## config.mk

```make
export PLATFORM = sky130hd
export DESIGN_NAME = tpr_queue
export DESIGN_NICKNAME = d
export VERILOG_FILES = /design/src/hw/rtl/tpr_pkg.sv /design/src/hw/rtl/tpr_queue.sv
export SDC_FILE = /design/constraint.sdc
export NUM_CORES = 1
export LEC_CHECK = 0
export BUFFER_PORTS_ARGS = -buffer_cell sky130_fd_sc_hd__buf_2
export CAP_MARGIN = 20
export CORE_MARGIN = 2
export CORE_UTILIZATION = 54
export CTS_CLUSTER_SIZE = 40
export DETAILED_ROUTE_END_ITERATION = 10
export PLACE_DENSITY = 0.82
export SETUP_SLACK_MARGIN = 0.4
export SLEW_MARGIN = 20
export SYNTH_ARGS = -nofsm -noshare
export SYNTH_HDL_FRONTEND = slang
export SYNTH_SLANG_ARGS = --single-unit
export TNS_END_PERCENT = 10
```

## constraint.sdc

```tcl
create_clock -name clk -period 4.4 [get_ports clk]
set_clock_uncertainty 0.2 [all_clocks]
set_input_delay 0.66 -clock clk [delete_from_list [all_inputs] [get_ports clk]]
set_output_delay 0.66 -clock clk [all_outputs]
set_load 0.05 [all_outputs]
```

## src/hw/rtl/tpr_pkg.sv

```systemverilog
`default_nettype none
package tpr_pkg;

	// trie pool and alphabet
	localparam int NODES    = 1024;
	localparam int ALPHABET = 26;

	localparam int NODE_W = $clog2(NODES);
	localparam int FREE_W = $clog2(NODES + 1);
	localparam int LET_W  = (ALPHABET > 2) ? $clog2(ALPHABET) : 1;
	// one row per node: ALPHABET child links plus the word end mark on top
	localparam int ROW_W  = ALPHABET * NODE_W + 1;
	localparam int LANES  = ALPHABET + 1;

	localparam logic [7:0] CH_A     = 8'h61;
	localparam logic [7:0] CH_SPACE = 8'h20;

	localparam logic [1:0] ST_OK    = 2'd0;
	localparam logic [1:0] ST_FULL  = 2'd1;
	localparam logic [1:0] ST_BADCH = 2'd2;

	// classified item as it travels from front to back
	typedef struct packed {
		logic             func;
		logic [7:0]       ch;
		logic             last;
		logic             is_letter;
		logic             is_space;
		logic [LET_W-1:0] letter;
	} item_t;

endpackage
`default_nettype wire

```

## src/hw/rtl/tpr_queue.sv

```systemverilog
`default_nettype none
module tpr_queue (
	input  wire logic          clk,
	input  wire logic          arst_n,
	input  wire logic          push,
	input  tpr_pkg::item_t     push_item,
	output logic               push_ready,
	output logic               head_valid,
	output tpr_pkg::item_t     head,
	input  wire logic          pop
);
	import tpr_pkg::*;

	item_t      slot_q [2];
	logic       wr_ptr_q;
	logic       rd_ptr_q;
	logic [1:0] count_q;
	logic       do_push;
	logic       do_pop;

	assign push_ready = (count_q != 2'd2);
	assign head_valid = (count_q != 2'd0);
	assign head       = slot_q[rd_ptr_q];
	assign do_push    = push && push_ready;
	assign do_pop     = pop && head_valid;

	// two-entry ring
	always_ff @(posedge clk or negedge arst_n) begin
		if (!arst_n) begin
			wr_ptr_q <= 1'b0;
			rd_ptr_q <= 1'b0;
			count_q  <= 2'd0;
		end else begin
			if (do_push) wr_ptr_q <= !wr_ptr_q;
			if (do_pop)  rd_ptr_q <= !rd_ptr_q;
			if (do_push && !do_pop)      count_q <= count_q + 2'd1;
			else if (do_pop && !do_push) count_q <= count_q - 2'd1;
		end
	end

	always_ff @(posedge clk) begin
		if (do_push) begin
			slot_q[wr_ptr_q] <= push_item;
		end
	end

endmodule
`default_nettype wire

```

==> impl_results.md <==
- Reg2Reg Depth: 4
- Pin count of the biggest net entering global routing: 19
- Relative slew margins: roughly 41%
- Worst-Skew Late Latency: 340 ps
- Commonest cells after routing, fill and taps aside: buf_2 (39), edfxtp_1 (34), mux2_4 (9)
- Nets@finish: about 140
- Vias/cell: between 5 and 6
- First-pass GRT wire length: ~3400 µm
- DIE WIDTH: between 50 and 60 µm
- Tightest Pin Transition: between 800 and 900 ps
- Final period util: roughly 63%
- WP data arrival: around 1900 ps
- Initial antenna violation count: 0
- Crit Path Class: reg -> out
- Ports: 40
- Post-synthesis sequential area ratio: roughly three quarters
- Peak VDD IR: between 0.5 and 0.6 mV
- Final WL: around 2200 µm
- Dpl cells: between 100 and 150
- Fin. Hold Viols: 0
- Initial core utilization: between 50% and 60%
- Fin worst setup slack: roughly 1600 ps
- Full die area: about 0.0032 mm²
- Number of global-route vias before repair: between 700 and 800
- Leading post-synthesis cells by cell area: edfxtp_1 (69%), mux2_4 (9.2%), dfrtp_1 (6.8%)
- Post-route insts no fill: 148
- Ant diodes: 0
- Rows: 18
- Clock Sink Count: 38
- Reg clk slew, reported paths: ~90 ps
- Power Density: 764 mW/mm²
- Mapped Area: 0.00147 mm²
- H-Tree Depth: 2
- Detailed-placement wirelength estimate: 1540 µm
- Outcome: complete, no violations
- RSZ-0062 raised after global routing: false
- Bufs on Longest Clock Path: 2
- Remaining global-route overflow: 0
- FMAX: around 360 MHz
- Share of the synthesized area in the top cell type: 69.3%
- Vias: ~760
- GRT Total Usage: 15.5%
- Crit path launch type: flip-flop
- CP Max Fanout: 18
- Mapped Cells: 71
- Setup crit end kind: output pin
- Port Buf Inserts: 39
- Required time of the critical path: 3540 ps
- Worst min path class: in -> reg
- Setup TNS: 0 ps
- DRT iter0 DRCs: 13
- Cell leakage power: ~0.71 nW
- Synthesis-to-layout area growth: 18.2%
- Chip Height: ~56 µm
- Syn Nets: between 90 and 100
- GP Congestion: roughly 0.66
- Post-CTS Setup Inserts: 0
- CTS tree: yes
- Clock period minus worst slack: 2780 ps
- TritonCTS buffer count: 5
- CTS root buffer: clkbuf_4
- Max Cap Viol: 0
- Syn avg cell area: just over 20 µm²
- Warning count from the yosys run: 0
- Routed Antenna Nets: 0
- Place WS: roughly 2000 ps
- Core area: 0.00252 mm²
- Fill cells: about 180
- Drt pass-1 iters: 4
- Slew Viols, Final: 0
- Final setup fails: 0
- DRC: 0
- WL per Instance: between 10 and 15 µm
- Cell taking the most area after synthesis: edfxtp_1
- Hold Path Cell Cnt: 1
- Yosys reg bits: 38
- Distinct cells, synth: 16
- Most common cell after layout, fill and taps aside: buf_2
- Layout cell share with drive strength beyond 1: roughly 53%
-- final cells by class --
cell class	count	area, µm²	area share [%]
repair buffers	41	213	12.2
multi-input cells	30	318	18.2
well taps	30	37.5	2.16
flip-flops and latches	38	1120	64.4
inverters	1	3.75	0.216
clock buffers	8	48.8	2.80
-- critical path: stages (launching register included) --
cell     delay, ps
dfrtp_1        930
mux2_2         420
buf_2          210
-- worst paths after layout --
kind,end,slack [ps],from
worst max-delay path,head[12],1620,rd_ptr_q
worst min-delay path,slot_q[0][9],300,push_item[9]
worst max register to register,slot_q[0][3],2310,count_q[0]
worst min register to register,count_q[1],310,count_q[1]
max in group asynchronous,wr_ptr_q,3420,arst_n
min in group asynchronous,count_q[0],460,arst_n
-- metrics by stage --
step                instance area, µm²  hold WS, ps  util (%)  total power [W]
floorplan                         1470          164         -          0.00108
global placement                  1680          268      66.7          0.00116
detailed placement                1680          277      66.7          0.00118
CTS                               1740          287      69.0          0.00135
global route                      1740          281      69.0          0.00139
finish                            1740          299      69.0          0.00133
-- per-layer routing --
metal | share of wire [%] | track usage, % | vias to the layer above
met2 | 54 | 25.4 | 23
li1 | - | - | 358
met3 | 5.6 | 5.35 | 8
met5 | 0 | 0 | -
met1 | 37 | 16.0 | 366
met4 | 3.3 | 12.2 | 0
-- kinds of logic after synthesis --
group                    after synthesis  synth area share (%)
multiplexers                          17                  15.3
adder cells (fa/ha/maj)                1                 0.849
AND/OR/NAND/NOR                        7                  2.46
buffers and inverters                  3                  2.38
XOR/XNOR                               5                  2.97
flip-flops                            38                  76.1
-- power breakdown --
group          switching (W)  total, W  internal, W  leakage [nW]
logic               0.000404  0.000602     0.000198         0.317
clock network       0.000101  0.000164    0.0000636        0.0265
registers          0.0000673  0.000565     0.000498         0.362
-- Yosys cell counts --
library cell	count
edfxtp_1	34
mux2_4	9
mux2_2	8
dfrtp_1	4
xnor2_1	3
nor2_1	2
xor2_1	2
and3_1	1
buf_12	1
buf_6	1
ha_1	1
inv_1	1
nand2_1	1
nand2_2	1
nand2b_1	1
or2_1	1
-- repair_timing --
item | in CTS | in global routing
hold buffers | 1 | 0
endpoints found under the hold margin | 4 | 0
resized for setup | 0 | 0
-- state kept, by name, summed over array words and instances, names as in the netlist --
| signal | flops |
|---|---|
| slot_q | 34 |
| count_q | 2 |
| rd_ptr_q | 1 |
| wr_ptr_q | 1 |
(Power assumes the default switching activity.)
