[config.mk]
export PLATFORM = sky130hd
export DESIGN_NAME = tpr_front
export DESIGN_NICKNAME = d
export VERILOG_FILES = /design/src/hw/rtl/tpr_pkg.sv /design/src/hw/rtl/tpr_front.sv
export SDC_FILE = /design/constraint.sdc
export NUM_CORES = 1
export LEC_CHECK = 0
export BUFFER_PORTS_ARGS = -buffer_cell sky130_fd_sc_hd__buf_2
export CAP_MARGIN = 20
export CORE_MARGIN = 10
export CORE_UTILIZATION = 46
export DETAILED_ROUTE_END_ITERATION = 8
export GPL_ROUTABILITY_DRIVEN = 0
export GPL_TIMING_DRIVEN = 0
export PLACE_DENSITY = 0.82
export RECOVER_POWER = 25
export SKIP_LAST_GASP = 1
export SYNTH_ARGS = -nofsm -noshare
export SYNTH_HDL_FRONTEND = slang
export SYNTH_SLANG_ARGS = --single-unit
[constraint.sdc]
create_clock -name clk -period 1.6 [get_ports clk]
set_input_delay 0.24 -clock clk [delete_from_list [all_inputs] [get_ports clk]]
set_output_delay 0.24 -clock clk [all_outputs]
set_load 0.01 [all_outputs]
[src/hw/rtl/tpr_pkg.sv]
`default_nettype none
package tpr_pkg;

	// trie pool and alphabet
	localparam int NODES    = 1024;
	localparam int ALPHABET = 26;

	localparam int NODE_W = $clog2(NODES);
	localparam int FREE_W = $clog2(NODES + 1);
	localparam int LET_W  = (ALPHABET > 2) ? $clog2(ALPHABET) : 1;
	// one row per node: ALPHABET child links plus the word end mark on top
	localparam int ROW_W  = ALPHABET * NODE_W + 1;
	localparam int LANES  = ALPHABET + 1;

	localparam logic [7:0] CH_A     = 8'h61;
	localparam logic [7:0] CH_SPACE = 8'h20;

	localparam logic [1:0] ST_OK    = 2'd0;
	localparam logic [1:0] ST_FULL  = 2'd1;
	localparam logic [1:0] ST_BADCH = 2'd2;

	// classified item as it travels from front to back
	typedef struct packed {
		logic             func;
		logic [7:0]       ch;
		logic             last;
		logic             is_letter;
		logic             is_space;
		logic [LET_W-1:0] letter;
	} item_t;

endpackage
`default_nettype wire

[src/hw/rtl/tpr_front.sv]
`default_nettype none
module tpr_front (
	input  wire logic          clk,
	input  wire logic          arst_n,
	input  wire logic          in_valid,
	output logic               in_ready,
	input  wire logic          func,
	input  wire logic [7:0]    ch,
	input  wire logic          word_end,
	output logic               push,
	output tpr_pkg::item_t     push_item,
	input  wire logic          push_ready
);
	import tpr_pkg::*;

	logic       v_s1;
	item_t      item_s1;
	item_t      cls;
	logic [7:0] d;

	// letter index and character class
	always_comb begin
		d             = ch - CH_A;
		cls.func      = func;
		cls.ch        = ch;
		cls.last      = word_end;
		cls.is_letter = (ch >= CH_A) && (d < 8'(ALPHABET));
		cls.is_space  = (ch == CH_SPACE);
		cls.letter    = d[LET_W-1:0];
	end

	assign in_ready  = !v_s1 || push_ready;
	assign push      = v_s1;
	assign push_item = item_s1;

	// one stage register ahead of the queue
	always_ff @(posedge clk or negedge arst_n) begin
		if (!arst_n) begin
			v_s1 <= 1'b0;
		end else if (in_valid && in_ready) begin
			v_s1 <= 1'b1;
		end else if (push_ready) begin
			v_s1 <= 1'b0;
		end
	end

	always_ff @(posedge clk) begin
		if (in_valid && in_ready) begin
			item_s1 <= cls;
		end
	end

endmodule
`default_nettype wire

==> impl_results.md <==
- Post-route worst setup slack: 0.168 ns
- Post-synth top area share: 61.6%
- Critical path arrival: 1.35 ns
- Setup_tns: 0 ns
- Diodes inserted: 0
- IO Port Bufs: 32
- Post-cts sizing count: 0
- Routed vias/inst: 4.86
- CTS max path bufs: 2
- Mapped Avg Cell Area: 13.4 um^2
- First-pass DRT Iterations: 4
- CTS H-tree lvls: 1
- # DRC: 0
- Worst clock skew: 0.00395 ns
- P_leak: 0.000423 uW
- R2R depth: 2
- Most common cell in the netlist: edfxtp_1
- Post-synthesis instance area: 828 um^2
- Fillers: 135
- Min cycle time layout: 1.43 ns
- Mapped Cells: 62
- Synth warnings: 0
- Hold Path Depth: 1
- CP endpoint kind: flop
- First-pass GRT wire length: 2560 um
- Worst-skew pair later-pin latency: 0.28 ns
- Flops & latches, synth: 18
- DR iter-0 viols: 13
- Tot GR Track Use: 8.18%
- Max-slew violations: 0
- Final Hold Viols: 0
- Worst-Margin Slew: 0.694 ns
- Commonest cells in the netlist: edfxtp_1, inv_1, nand2_1, nor3_1
- PwrDens: 862 mW/mm^2
- Max Freq: 0.698 GHz
- Post-layout total power: 904 uW
- Status: completed
- Via count: 603
- Num rows: 15
- Largest net degree at the start of global routing: 18
- Die Ht: 62.4 um
- Crit Path Category: reg -> reg
- Post-synth EDFFs: 17
- Post-synthesis sequential area ratio: 64.7%
- FFs w/ async S/R, synth: 5.56%
- Final ANT Viol Nets: 0
- Pre-CTS WS: -0.0738 ns
- Placed Cells: 119
- Root buf cell: clkbuf_4
- Crit path max fanout: 17
- Die X: 62.4 um
- Non-Filler Instances: 124
- IR Drop Worst-Case VDD: 0.405 mV
- Number of global-route vias before repair: 573
- Area contributors post-synth: edfxtp_1, ha_1, dfrtp_1
- Syn_nets: 79
- HP Class: in -> reg
- Post-DP HPWL: 1280 um
- Crit path required time: 1.52 ns
- Share of cells above drive strength 1: 34.3%
- Initial antenna violation count: 0
- IO Pins: 33
- Routed WL: 1610 um
- Total congestion overflow: 0
- Max-cap violations: 0
- RSZ-0062 raised after global routing: no
- Die Area: 0.00390 mm^2
- Final Setup Violations: 0
- Critical path launch point type: flop
- Post-route clock period utilization: 89.5%
- Core area: 0.00171 mm^2
- Worst-path clk slew: 0.08 ns
- Most area-hungry cell type in the Yosys netlist: edfxtp_1
- TritonCTS clock tree: yes
- Main synth FF type: edfxtp_1
- Starting density of the core: 48.5%
- Layout Nets: 117
- CTS Sinks: 18
- Final core occ: 61.4%
- Synthesis-to-finish area growth: 26.6%
- Routed WL per cell: 13.0 um
- Synth unique cells: 27
- TritonCTS Buffers: 3
- Max_slew headroom: 53.7%
[worst max-delay path, cell delays in order (launching register included)]
cell and delay, ns:
dfrtp_1 0.38, nand2b_1 0.10, and2_1 0.59
[state kept, by name, indices dropped and copies added (netlist names)]
register / count
push_item: 17
push: 1
[metrics by stage]
| step | cell area (um^2) | hold WS [ns] |
|---|---|---|
| after floorplan | 828 | -0.0556 |
| after global placement | 1020 | 0.0143 |
| after detailed placement | 1020 | 0.0182 |
| after CTS | 1060 | 0.124 |
| after global routing | 1050 | 0.107 |
| final | 1050 | 0.132 |
[what timing repair did]
| action | CTS | global route |
|---|---|---|
| buffers inserted | 0 | 0 |
| endpoints found under the setup margin | 0 | 0 |
| hold buffers | 1 | 0 |
| hold endpoints to repair | 1 | 0 |
[layout make-up]
cell class / count / area (um^2) / share of cell area [%]
buffer: 2 / 18.8 / 1.79
clock buffer: 4 / 26.3 / 2.51
inverter: 4 / 15.0 / 1.43
multi-input combinational: 38 / 259 / 24.7
sequential: 18 / 536 / 51.1
tap: 25 / 31.3 / 2.98
timing repair buffer: 33 / 163 / 15.5
[layer usage]
metal	wire (um)	share of wire (%)	GRT usage (%)	up-vias
met3	86	5.3	2.15	4
met1	660	41	7.92	274
met5	0	0	0	-
met4	39	2.4	6.70	0
met2	825	51	14.2	22
li1	-	-	-	303
[logic make-up after synthesis]
kind of cell    synth area share, %
compound gates                 8.91
buf+inv                        4.08
fa+ha+maj                      4.53
flops                          64.7
simple gates                   14.7
xor+xnor                       3.17
[layout by cell type, fill, tap and decap left out]
master and instances:
a21oi_1 2, a21oi_2 1, a2bb2oi_1 1, a31oi_1 1, and2_1 1, and3_1 1
buf_2 26, buf_4 1, buf_6 1, clkbuf_1 7, clkbuf_4 3, dfrtp_1 1
dlygate4sd3_1 1, edfxtp_1 17, ha_1 3, inv_1 4, nand2_1 4, nand2b_1 2
nor2_1 3, nor2b_1 2, nor3_1 4, nor3b_1 1, nor4_2 1, o2111ai_1 1
o211ai_1 1, o21ai_0 3, o2bb2ai_1 1, or3_1 1, or4_4 1, xnor2_1 1
xor2_1 2
[where the power goes]
group          leakage, uW  switching (uW)  internal (uW)
logic             0.000234            79.9           54.3
clock network    0.0000150             119           96.8
registers         0.000174            4.91            548
total             0.000423             204            699
[final timing paths]
kind,slack [ns],end,from
min in group asynchronous,0.25,push$_DFFE_PN0P_,arst_n
hold reg to reg,0.54,push$_DFFE_PN0P_,push$_DFFE_PN0P_
setup reg to reg,0.17,push_item[10]$_DFFE_PP_,push$_DFFE_PN0P_
hold / removal,0.13,push_item[7]$_DFFE_PP_,word_end
max in group asynchronous,1.26,push$_DFFE_PN0P_,arst_n
setup / recovery,0.17,push_item[10]$_DFFE_PP_,push$_DFFE_PN0P_
Note: power is estimated with default switching activity, not from simulation.
